[config.mk]
export PLATFORM = sky130hd
export DESIGN_NAME = client_registry_forwarder
export DESIGN_NICKNAME = d
export VERILOG_FILES = /design/src/rtl/crf_pkg.sv /design/src/rtl/client_registry_forwarder.sv /design/src/rtl/crf_table.sv
export SDC_FILE = /design/constraint.sdc
export NUM_CORES = 1
export LEC_CHECK = 0
export BUFFER_PORTS_ARGS = -buffer_cell sky130_fd_sc_hd__buf_2
export CAP_MARGIN = 20
export CORE_UTILIZATION = 55
export DETAILED_ROUTE_END_ITERATION = 8
export PLACE_DENSITY_LB_ADDON = 0.12
export SKIP_CTS_REPAIR_TIMING = 1
export SYNTH_ARGS = -nofsm -noshare
export SYNTH_HDL_FRONTEND = slang
export SYNTH_SLANG_ARGS = --single-unit
[constraint.sdc]
create_clock -name clock -period 10.9 [get_ports clock]
set_input_delay 1.635 -clock clock [delete_from_list [all_inputs] [get_ports clock]]
set_output_delay 1.635 -clock clock [all_outputs]
set_load 0.01 [all_outputs]
[src/rtl/crf_pkg.sv]
// ----------------------------------------------------------------------------
// crf_pkg: shared types and constants for the client registry forwarder
// Field widths, request and response codes, sequencer states and the
// table control bundle used between the sequencer and the table.
// ----------------------------------------------------------------------------
package crf_pkg;

   // field widths
   localparam int MODE_W = 2;
   localparam int ID_W   = 22;
   localparam int REF_W  = 16;
   localparam int SLOT_W = 5;
   localparam int KIND_W = 3;

   // table sizing
   localparam int TABLE_ENTRIES_DEF = 32;
   localparam int MAX_RESULTS       = 32;

   // request modes
   typedef enum logic [MODE_W-1:0] {
      MODE_BROADCAST  = 2'd0,
      MODE_REGISTER   = 2'd1,
      MODE_DISCONNECT = 2'd2,
      MODE_UNICAST    = 2'd3
   } mode_type;

   // response kinds
   typedef enum logic [KIND_W-1:0] {
      K_DELIVER       = 3'd0,
      K_REGISTERED    = 3'd1,
      K_ALREADY       = 3'd2,
      K_FULL          = 3'd3,
      K_DISCONNECTED  = 3'd4,
      K_NOT_REG       = 3'd5,
      K_NO_RECEIVER   = 3'd6,
      K_NO_RECIPIENTS = 3'd7
   } kind_type;

   // sequencer states
   typedef enum logic [1:0] {
      ST_IDLE   = 2'd0,
      ST_SCAN   = 2'd1,
      ST_DRAIN  = 2'd2,
      ST_FINISH = 2'd3
   } state_type;

   // table write and clear controls
   typedef struct packed {
      logic            wr_en;
      logic            clr_en;
      logic [ID_W-1:0] wr_client;
   } tbl_ctrl_type;

endpackage

[src/rtl/client_registry_forwarder.sv]
// ----------------------------------------------------------------------------
// client_registry_forwarder: client registry with unicast and broadcast
// Keeps a table of registered client ids and turns each request into
// status or delivery transactions by scanning the table with one comparator.
// ----------------------------------------------------------------------------
// Usage:
//   A request transaction is taken on a rising edge with start high and busy
//   low; req_mode selects broadcast, register, disconnect or unicast.
//   Results leave on the rsp_ ports, each valid for one cycle under
//   rsp_strobe; the receiver cannot stall, so no result is ever held back.
//   rsp_last marks the final result of a request.
// Timing:
//   Every request walks the whole table through one registered read port,
//   one slot per cycle, with one id comparator checking a slot per cycle.
//   busy stays high from the accept through the scan, drain and finish
//   steps; the next request can be taken at the end of the first cycle
//   busy is low, so a new request is never taken before the last is done.
//   Each broadcast delivery is held in the pending register until the next
//   recipient is found, then leaves through the response registers; the
//   final result is on the ports in the first cycle busy is low.
// Reset:
//   Synchronous, active high; all slots become free and the block idles.
//   No clearing pass is needed.
// ----------------------------------------------------------------------------
module client_registry_forwarder
   import crf_pkg::*;
#(
   parameter int TABLE_ENTRIES = TABLE_ENTRIES_DEF
) (
   input  logic              clock,
   input  logic              reset,
   input  logic              start,
   output logic              busy,
   input  logic [MODE_W-1:0] req_mode,
   input  logic [ID_W-1:0]   req_sender_id,
   input  logic [ID_W-1:0]   req_receiver_id,
   input  logic [REF_W-1:0]  req_message_ref,
   output logic              rsp_strobe,
   output logic [KIND_W-1:0] rsp_kind,
   output logic [ID_W-1:0]   rsp_dest_id,
   output logic [SLOT_W-1:0] rsp_slot,
   output logic [REF_W-1:0]  rsp_message_out,
   output logic              rsp_last
);

   localparam int IDX_W = $clog2(TABLE_ENTRIES);
   localparam int CNT_W = $clog2(MAX_RESULTS + 1);
   localparam logic [IDX_W-1:0] LAST_IDX = IDX_W'(TABLE_ENTRIES - 1);
   localparam logic [CNT_W-1:0] CNT_CAP  = CNT_W'(MAX_RESULTS);

   // sequencer and request registers
   state_type        state_ff,     state_in;
   logic [IDX_W-1:0] idx_ff,       idx_in;
   logic             chk_vld_ff,   chk_vld_in;
   logic [IDX_W-1:0] chk_idx_ff,   chk_idx_in;
   mode_type         mode_ff,      mode_in;
   logic [ID_W-1:0]  snd_ff,       snd_in;
   logic [ID_W-1:0]  rcv_ff,       rcv_in;
   logic [REF_W-1:0] ref_ff,       ref_in;

   // scan results
   logic             hit_ff,       hit_in;
   logic [IDX_W-1:0] hit_slot_ff,  hit_slot_in;
   logic             free_ff,      free_in;
   logic [IDX_W-1:0] free_slot_ff, free_slot_in;
   logic             pend_ff,      pend_in;
   logic [ID_W-1:0]  pend_dest_ff, pend_dest_in;
   logic [IDX_W-1:0] pend_slot_ff, pend_slot_in;
   logic [CNT_W-1:0] cnt_ff,       cnt_in;

   // response registers
   logic              rsp_strobe_ff, rsp_strobe_in;
   kind_type          rsp_kind_ff,   rsp_kind_in;
   logic [ID_W-1:0]   rsp_dest_ff,   rsp_dest_in;
   logic [SLOT_W-1:0] rsp_slot_ff,   rsp_slot_in;
   logic [REF_W-1:0]  rsp_ref_ff,    rsp_ref_in;
   logic              rsp_last_ff,   rsp_last_in;

   // table interface
   tbl_ctrl_type     tbl_ctrl;
   logic [IDX_W-1:0] tbl_wr_addr;
   logic [IDX_W-1:0] tbl_clr_addr;
   logic [ID_W-1:0]  tbl_rd_client;
   logic             tbl_rd_valid;

   // shared comparator
   logic [ID_W-1:0]  key;
   logic             id_match;

   crf_table #(
      .TABLE_ENTRIES (TABLE_ENTRIES)
   ) u_table (
      .clock     (clock),
      .reset     (reset),
      .ctrl      (tbl_ctrl),
      .wr_addr   (tbl_wr_addr),
      .clr_addr  (tbl_clr_addr),
      .rd_addr   (idx_ff),
      .rd_client (tbl_rd_client),
      .rd_valid  (tbl_rd_valid)
   );

   assign key      = (mode_ff == MODE_UNICAST) ? rcv_ff : snd_ff;
   assign id_match = (tbl_rd_client == key);

   // control state
   always_ff @(posedge clock) begin
      if (reset) begin
         state_ff      <= ST_IDLE;
         chk_vld_ff    <= 1'b0;
         rsp_strobe_ff <= 1'b0;
      end else begin
         state_ff      <= state_in;
         chk_vld_ff    <= chk_vld_in;
         rsp_strobe_ff <= rsp_strobe_in;
      end
   end

   // datapath registers
   always_ff @(posedge clock) begin
      idx_ff       <= idx_in;
      chk_idx_ff   <= chk_idx_in;
      mode_ff      <= mode_in;
      snd_ff       <= snd_in;
      rcv_ff       <= rcv_in;
      ref_ff       <= ref_in;
      hit_ff       <= hit_in;
      hit_slot_ff  <= hit_slot_in;
      free_ff      <= free_in;
      free_slot_ff <= free_slot_in;
      pend_ff      <= pend_in;
      pend_dest_ff <= pend_dest_in;
      pend_slot_ff <= pend_slot_in;
      cnt_ff       <= cnt_in;
      rsp_kind_ff  <= rsp_kind_in;
      rsp_dest_ff  <= rsp_dest_in;
      rsp_slot_ff  <= rsp_slot_in;
      rsp_ref_ff   <= rsp_ref_in;
      rsp_last_ff  <= rsp_last_in;
   end

   // sequencer, check stage and result forming
   always_comb begin
      state_in      = state_ff;
      idx_in        = idx_ff;
      chk_vld_in    = (state_ff == ST_SCAN);
      chk_idx_in    = idx_ff;
      mode_in       = mode_ff;
      snd_in        = snd_ff;
      rcv_in        = rcv_ff;
      ref_in        = ref_ff;
      hit_in        = hit_ff;
      hit_slot_in   = hit_slot_ff;
      free_in       = free_ff;
      free_slot_in  = free_slot_ff;
      pend_in       = pend_ff;
      pend_dest_in  = pend_dest_ff;
      pend_slot_in  = pend_slot_ff;
      cnt_in        = cnt_ff;
      rsp_strobe_in = 1'b0;
      rsp_kind_in   = rsp_kind_ff;
      rsp_dest_in   = rsp_dest_ff;
      rsp_slot_in   = rsp_slot_ff;
      rsp_ref_in    = rsp_ref_ff;
      rsp_last_in   = rsp_last_ff;
      tbl_ctrl      = '0;
      tbl_ctrl.wr_client = snd_ff;
      tbl_wr_addr   = free_slot_ff;
      tbl_clr_addr  = chk_idx_ff;

      // check one slot per cycle as its read data arrives
      if (chk_vld_ff) begin
         case (mode_ff)
            MODE_REGISTER: begin
               if (tbl_rd_valid && id_match && !hit_ff) begin
                  hit_in      = 1'b1;
                  hit_slot_in = chk_idx_ff;
               end
               if (!tbl_rd_valid && !free_ff) begin
                  free_in      = 1'b1;
                  free_slot_in = chk_idx_ff;
               end
            end
            MODE_DISCONNECT: begin
               if (tbl_rd_valid && id_match) begin
                  tbl_ctrl.clr_en = 1'b1;
                  if (!hit_ff) begin
                     hit_in      = 1'b1;
                     hit_slot_in = chk_idx_ff;
                  end
               end
            end
            MODE_UNICAST: begin
               if (tbl_rd_valid && id_match && !hit_ff) begin
                  hit_in      = 1'b1;
                  hit_slot_in = chk_idx_ff;
               end
            end
            MODE_BROADCAST: begin
               // hold one delivery back so the final one can carry last
               if (tbl_rd_valid && !id_match && (cnt_ff < CNT_CAP)) begin
                  if (pend_ff) begin
                     rsp_strobe_in = 1'b1;
                     rsp_kind_in   = K_DELIVER;
                     rsp_dest_in   = pend_dest_ff;
                     rsp_slot_in   = SLOT_W'(pend_slot_ff);
                     rsp_ref_in    = ref_ff;
                     rsp_last_in   = 1'b0;
                  end
                  pend_in      = 1'b1;
                  pend_dest_in = tbl_rd_client;
                  pend_slot_in = chk_idx_ff;
                  cnt_in       = cnt_ff + CNT_W'(1);
               end
            end
            default: begin
            end
         endcase
      end

      case (state_ff)
         ST_IDLE: begin
            if (start) begin
               mode_in  = mode_type'(req_mode);
               snd_in   = req_sender_id;
               rcv_in   = req_receiver_id;
               ref_in   = req_message_ref;
               idx_in   = '0;
               hit_in   = 1'b0;
               free_in  = 1'b0;
               pend_in  = 1'b0;
               cnt_in   = '0;
               state_in = ST_SCAN;
            end
         end
         ST_SCAN: begin
            idx_in = idx_ff + IDX_W'(1);
            if (idx_ff == LAST_IDX) begin
               state_in = ST_DRAIN;
            end
         end
         ST_DRAIN: begin
            state_in = ST_FINISH;
         end
         ST_FINISH: begin
            // final transaction of the request
            state_in      = ST_IDLE;
            rsp_strobe_in = 1'b1;
            rsp_ref_in    = ref_ff;
            rsp_last_in   = 1'b1;
            rsp_dest_in   = snd_ff;
            rsp_slot_in   = '0;
            case (mode_ff)
               MODE_REGISTER: begin
                  if (hit_ff) begin
                     rsp_kind_in = K_ALREADY;
                     rsp_slot_in = SLOT_W'(hit_slot_ff);
                  end else if (free_ff) begin
                     tbl_ctrl.wr_en = 1'b1;
                     rsp_kind_in    = K_REGISTERED;
                     rsp_slot_in    = SLOT_W'(free_slot_ff);
                  end else begin
                     rsp_kind_in = K_FULL;
                  end
               end
               MODE_DISCONNECT: begin
                  if (hit_ff) begin
                     rsp_kind_in = K_DISCONNECTED;
                     rsp_slot_in = SLOT_W'(hit_slot_ff);
                  end else begin
                     rsp_kind_in = K_NOT_REG;
                  end
               end
               MODE_UNICAST: begin
                  if (hit_ff) begin
                     rsp_kind_in = K_DELIVER;
                     rsp_dest_in = rcv_ff;
                     rsp_slot_in = SLOT_W'(hit_slot_ff);
                  end else begin
                     rsp_kind_in = K_NO_RECEIVER;
                  end
               end
               MODE_BROADCAST: begin
                  if (pend_ff) begin
                     rsp_kind_in = K_DELIVER;
                     rsp_dest_in = pend_dest_ff;
                     rsp_slot_in = SLOT_W'(pend_slot_ff);
                  end else begin
                     rsp_kind_in = K_NO_RECIPIENTS;
                  end
               end
               default: begin
               end
            endcase
         end
         default: begin
            state_in = ST_IDLE;
         end
      endcase
   end

   assign busy            = (state_ff != ST_IDLE);
   assign rsp_strobe      = rsp_strobe_ff;
   assign rsp_kind        = rsp_kind_ff;
   assign rsp_dest_id     = rsp_dest_ff;
   assign rsp_slot        = rsp_slot_ff;
   assign rsp_message_out = rsp_ref_ff;
   assign rsp_last        = rsp_last_ff;

`ifndef SYNTHESIS
   // an accepted request keeps the block busy on the next cycle
   assert property (@(posedge clock) disable iff (reset)
      (start && !busy) |=> busy)
      else $error("accepted request did not raise busy");

   // a final transaction comes only right after the finish step
   assert property (@(posedge clock) disable iff (reset)
      (rsp_strobe && rsp_last) |-> $past(state_ff == ST_FINISH))
      else $error("final transaction outside the finish step");

   // status transactions are always the only and final one
   assert property (@(posedge clock) disable iff (reset)
      (rsp_strobe && (rsp_kind != K_DELIVER)) |-> rsp_last)
      else $error("status transaction without last");

   // no transaction while idle unless it is the final one just formed
   assert property (@(posedge clock) disable iff (reset)
      (rsp_strobe && !busy) |-> (rsp_last && $past(state_ff == ST_FINISH)))
      else $error("transaction while idle");
`endif

endmodule

[src/rtl/crf_table.sv]
// ----------------------------------------------------------------------------
// crf_table: client id table with per-slot valid bits
// One registered read port for id and valid, one write port that fills a
// slot and marks it valid, and one clear port that drops a valid bit.
// ----------------------------------------------------------------------------
module crf_table
   import crf_pkg::*;
#(
   parameter int TABLE_ENTRIES = TABLE_ENTRIES_DEF
) (
   input  logic                             clock,
   input  logic                             reset,
   input  tbl_ctrl_type                     ctrl,
   input  logic [$clog2(TABLE_ENTRIES)-1:0] wr_addr,
   input  logic [$clog2(TABLE_ENTRIES)-1:0] clr_addr,
   input  logic [$clog2(TABLE_ENTRIES)-1:0] rd_addr,
   output logic [ID_W-1:0]                  rd_client,
   output logic                             rd_valid
);

   logic [ID_W-1:0]          client_mem_ff [TABLE_ENTRIES];
   logic [TABLE_ENTRIES-1:0] valid_ff;
   logic [ID_W-1:0]          rd_client_ff;
   logic                     rd_valid_ff;

   // id storage, registered read
   always_ff @(posedge clock) begin
      if (ctrl.wr_en) begin
         client_mem_ff[wr_addr] <= ctrl.wr_client;
      end
      rd_client_ff <= client_mem_ff[rd_addr];
   end

   // valid bits, cleared at reset
   always_ff @(posedge clock) begin
      if (reset) begin
         valid_ff <= '0;
      end else begin
         if (ctrl.wr_en) begin
            valid_ff[wr_addr] <= 1'b1;
         end
         if (ctrl.clr_en) begin
            valid_ff[clr_addr] <= 1'b0;
         end
      end
   end

   // registered valid read alongside the id
   always_ff @(posedge clock) begin
      if (reset) begin
         rd_valid_ff <= 1'b0;
      end else begin
         rd_valid_ff <= valid_ff[rd_addr];
      end
   end

   assign rd_client = rd_client_ff;
   assign rd_valid  = rd_valid_ff;

endmodule
* Yosys cells after proc, flatten, opt, wreduce, memory -nomap -nowiden
Memory sizes are Yosys's and may differ from the RTL's. A register that Yosys moved wholly into a read port is not among the register bits.
Index checks and enable logic that the tools add are counted.
** Cells by class
- Order comparisons :: 6
- Add/subtract/negate cells :: 2
- Reductions and logical operators :: 30
- Bitwise gates (word level) :: 3
- Muxes and demuxes :: 88
- Equal/unequal tests :: 13
** Operator list (number)
- 22-bit two-way mux :: 8
- 32-bit two-way mux :: 3
- 16-bit two-way mux :: 5
- 5-bit two-way mux :: 13
- 22-bit one-hot mux with 2 select lines :: 1
- 1-bit two-way mux :: 33
- 32-bit AND :: 1
- 32-bit inverter :: 1
- 32-bit OR :: 1
- 6-bit two-way mux :: 5
- 22-bit equality test :: 1
- 3-bit two-way mux :: 7
- 5-bit one-hot mux with 2 select lines :: 2
- 5-bit by 6-bit less-than comparator with 1-bit output (second input constant) :: 3
- 5-bit one-hot mux with 3 select lines :: 1
- 2-bit nonzero test :: 7
- 3-bit one-hot mux with 4 select lines :: 1
- 1-bit demux with 5-bit select :: 2
- 5-bit by 1-bit greater-or-equal comparator with 1-bit output (second input constant) :: 2
- 2-bit equality test (second input constant) :: 4
- 2-bit two-way mux :: 4
- 2-bit one-hot mux with 4 select lines :: 1
- 4-bit AND reduction :: 2
- 1-bit logical AND :: 7
- other kinds (15) :: 27
** Word-level totals
- Register bits after elaboration :: 202
- Memory bits (writable) :: 704
- Input port bits :: 65
- Memories kept :: 1
- Output and inout port bits :: 49
** Memory list
- u_table.client_mem_ff :: words 32, width 22, rd ports 1, clocked after Yosys merged registers in 1, wr ports 1, line crf_table.sv:21 : logic [ID_W-1:0] client_mem_ff [TABLE_ENTRIES];

* Longest topological paths before layout
- Word-level depth :: 11
- Depth in mapped cells :: 12
- Gate-level depth less buffers :: 8

* Cells and area by module
A second synthesis with hierarchy kept.
** Second synthesis, totals
- Cell total of the unflattened synthesis :: 1626
- Area total of the unflattened synthesis :: 35212.5 um^2
** Modules (own cells, without submodules)
- crf_table :: area an instance 28673.8 um^2, sequential area each 22241.3 um^2, times used 1, cells each 1209
- client_registry_forwarder :: area an instance 6538.8 um^2, sequential area each 4884.7 um^2, times used 1, cells each 417

* Least setup slack after synthesis
No wires, ideal clock.
- Path kind :: input port to flip-flop
- Start point :: input start
- End point :: register mode_ff[0] (enable)
- Arrival time :: 3.029 ns
- Slack :: 7.109 ns
- Stages on the path :: 2
- Cell sequence :: nand2_1 -> clkinv_1
** Between the ends
- Longest elaborated chain between the ends :: 1
** Ends and longest elaborated chain
- from (decl) :: line client_registry_forwarder.sv:32 : input logic start,
- 2-bit AND reduction (no source line)
- to (signal assigned) :: line client_registry_forwarder.sv:123 : mode_ff <= mode_in;
- to (decl) :: line client_registry_forwarder.sv:56 : mode_type mode_ff, mode_in;
No other way between the ends.
A chain may end at the register's enable or synchronous reset.

==> flow_metrics.env <==
export IMPL_outcome="finished, final reports clean"
export IMPL_grt_start_max_net_pins=104
export IMPL_syn2layout_area_growth_pct=14.5
export IMPL_grt_overflow_total=0
export IMPL_ys_seq_area_share_pct=76.0
export IMPL_cp_max_fo=89
export IMPL_critical_path_required_ns=11.30
export IMPL_grt_usage_pct=27.0
export IMPL_drive_gt1_share_pct=24.5
export IMPL_cts_clk_slew_worst_paths_ns=0.06
export IMPL_ant_nets=0
export IMPL_ys_warn_count=0
export IMPL_fp_dieH_um=257
export IMPL_first_global_vias=19100
export IMPL_setup_worst_path_class="reg -> reg"
export IMPL_syn_nets=1970
export IMPL_crit_buf_inv=3
export IMPL_fillers=4349
export IMPL_pin_count=114
export IMPL_cts_root_buffer="clkbuf_16"
export IMPL_initial_core_util_pct=56.1
export IMPL_p_leak_nw=13.5
export IMPL_vdd_drop_max_v=0.000213
export IMPL_design_core_area_um2=63500
export IMPL_clock_skew_ns=0.0172
export IMPL_drt_vias_per_instance=6.34
export IMPL_clockBufferDepth=3
export IMPL_antenna_found_initial=3
export IMPL_max_cap_violations=0
export IMPL_setup_viol=0
export IMPL_avgSynthCellArea_um2=18.8
export IMPL_crit_slowest_cell="o311ai_0"
export IMPL_hold_depth=0
export IMPL_die_area_um2=65900
export IMPL_clock_sinks=928
export IMPL_regToRegStartpoint="chk_idx_in[1]$_SDFFCE_PN0P_"
export IMPL_critPathCaptureType="register"
export IMPL_reg2reg_to="u_table.rd_client[4]$_DFF_P_"
export IMPL_path_cells="buf_4, buf_12, nand2b_4, buf_4, o22ai_1, o311ai_0, o21ai_0"
export IMPL_yosysUniqueCellTypes=57
export IMPL_start_kind="register"
export IMPL_drv_slew=0
export IMPL_synthArstFlopShare_pct=0
export IMPL_maxSlewHeadroom_pct=22.0
export IMPL_nets=2143
export IMPL_min_from="ref_ff[2]$_DFFE_PP_"
export IMPL_max_stage_delay_ns=0.87
export IMPL_hpwl_um=49400
export IMPL_grt_pass1_wl_um=128000
export IMPL_max_freq_mhz=245
export IMPL_io_buffer_count=113
export IMPL_h_tree_depth=3
export IMPL_tns_ns=0
export IMPL_first_pass_iters=5
export IMPL_period_needed_ns=4.08
export IMPL_die_width_um=257
export IMPL_crit_path_frequent_cell="buf_4"
export IMPL_tightestPinTransition_ns=1.17
export IMPL_vias=19000
export IMPL_reg2reg_slack_ns=6.82
export IMPL_synth_area_um2=35700
export IMPL_routed_wl_um=88100
export IMPL_hold_viol=0
export IMPL_r2r_cells=7
export IMPL_drt_iter0_drc=1983
export IMPL_clock_latency_ns=0.64
export IMPL_min_path_type="reg -> reg"
export IMPL_synth_seq_cells=928
export IMPL_drc=0
export IMPL_num_rows=92
export IMPL_power_density_nw_per_um2=248
export IMPL_syn_inst=1894
export IMPL_power_mw=10.1
export IMPL_hold_end="rsp_message_out[2]$_DFFE_PP_"
export IMPL_synth_ff_type="edfxtp_1"
export IMPL_path_delay_family="buffers and inverters"
export IMPL_cts_buffers=94
export IMPL_wire_per_inst_um=29.4
export IMPL_cts_tree="done"
export IMPL_gp_congestion=0.829
export IMPL_synth_edf_count=854
export IMPL_finalCritPeriodShare_pct=37.4
export IMPL_arrival_ns=4.48
export IMPL_rsz0062_at_grt="false"
-- logic make-up (layout without fill, tap and decap cells) --
logic type      Yosys count  in the layout  synth area share, %
fa+ha+maj                11             11                0.386
other cells               0              2                    0
mux                     299            299                 12.5
buf+inv                 126            379                 1.59
flops                   928            928                 76.0
compound gates          287            287                 5.95
xor+xnor                 25             25                0.614
simple gates            218            218                 2.89
-- area by class of cell --
cell class,count,area [um^2],area share (%)
repair buffers,186,1360,3.34
multi-input cells,840,8100,19.8
flip-flops and latches,928,27100,66.4
clock buffers,128,2670,6.53
well taps,846,1060,2.59
diodes,2,5.00,0.0123
clock inverters,48,454,1.11
inverters,17,63.8,0.156
-- Yosys cell counts (2+ instances only) --
library cell  count  share of area (%)
a32o_1           22               0.62
edfxtp_1        854                 72
dfxtp_1          74                4.2
or3b_2            2              0.049
o21ai_0          51               0.72
a41oi_1           2              0.049
o21bai_1         20               0.42
xor2_1           15               0.37
nor3_1           10               0.14
a21oi_1          32               0.45
mux4_2          114                7.2
nand2b_1          4              0.070
mux2i_1         146                4.1
nor2b_1          28               0.49
a211oi_1         13               0.27
nor4_1            4              0.070
buf_8             2              0.084
a31oi_1          18               0.32
buf_6             2              0.063
nand3_1           7              0.098
ha_1             11               0.39
o22ai_1          10               0.18
xnor2_1          10               0.25
clkbuf_1         63               0.66
and2_1            3              0.053
nor2_1           66               0.69
buf_1             8              0.084
a222oi_1          5               0.14
and3_1            6               0.11
mux2_2           39                1.2
o311ai_0          7               0.17
a21o_1            3              0.063
nand3b_1          4              0.084
buf_2            28               0.39
nand2_1          70               0.74
nand4_1           4              0.070
a22o_1           22               0.54
buf_4             6               0.13
inv_1            16               0.17
o221ai_1         76                1.9
-- where the power goes --
group / total, mW / switching (mW) / internal, mW
clock network: 3.23 / 1.33 / 1.90
registers: 4.44 / 0.207 / 4.24
logic: 2.44 / 1.48 / 0.961
total: 10.1 / 3.01 / 7.10
-- registers in the layout, indices dropped and copies added, names as in the netlist, 6 cells and up --
register               count
u_table.valid_ff          32
ref_ff                    16
u_table.client_mem_ff    704
pend_dest_ff              22
u_table.rd_client         22
snd_ff                    22
rsp_dest_id               22
rcv_ff                    22
rsp_message_out           16
cnt_ff                     6
-- cells in the final DEF, fill, tap and decap left out, types with 12 or more instances in the layout --
master	count
a22o_1	22
mux2i_1	146
o21ai_0	49
buf_4	59
clkinv_2	18
o221ai_1	76
nor2_2	30
buf_2	113
o21bai_1	20
mux2_2	39
mux4_2	114
a211oi_1	12
clkinv_1	15
dfxtp_1	74
nand2_1	69
nor2b_1	27
inv_1	16
nor2_1	36
clkbuf_16	98
clkbuf_1	20
a32o_1	22
xor2_1	15
a21oi_1	32
edfxtp_1	854
a31oi_1	18
-- metrics by stage --
| step | utilization [%] | instance area, um^2 | hold WS (ns) | instances | setup WS [ns] |
|---|---|---|---|---|---|
| global placement | 58.9 | 37400 | 0.401 | 2806 | 7.02 |
| detailed placement | 58.9 | 37400 | 0.410 | 2807 | 6.96 |
| finish | 64.3 | 40800 | 0.418 | 2995 | 6.82 |
| global route | 64.3 | 40800 | 0.421 | 2994 | 6.71 |
| CTS | 63.8 | 40600 | 0.421 | 2983 | 6.94 |
| floorplan | - | 35700 | 0.368 | 1894 | 7.11 |
-- layer usage --
layer | routed length, um | up-vias | track usage [%]
met5 | 0 | - | 0
met1 | 36700 | 9898 | 38.2
met3 | 6470 | 134 | 4.53
li1 | - | 8090 | -
met2 | 43100 | 856 | 43.6
met4 | 1880 | 0 | 7.72
-- worst max path at each step --
stage | startpoint | end | slack (ns) | cells past startpoint
6_report | chk_idx_in[1]$_SDFFCE_PN0P_ | u_table.rd_client[4]$_DFF_P_ | 6.82 | 7
2_1_floorplan | start | mode_ff[0]$_DFFE_PP_ | 7.11 | 2
4_1_cts | chk_idx_in[1]$_SDFFCE_PN0P_ | u_table.rd_client[4]$_DFF_P_ | 6.94 | 7
5_1_grt | mode_ff[1]$_DFFE_PP_ | hit_slot_ff[2]$_DFFE_PP_ | 6.71 | 7
3_5_place_dp | chk_idx_in[1]$_SDFFCE_PN0P_ | u_table.rd_client[4]$_DFF_P_ | 6.96 | 7
3_3_place_gp | chk_idx_in[1]$_SDFFCE_PN0P_ | u_table.rd_client[4]$_DFF_P_ | 7.02 | 7
Note: power is estimated with default switching activity, not from simulation.
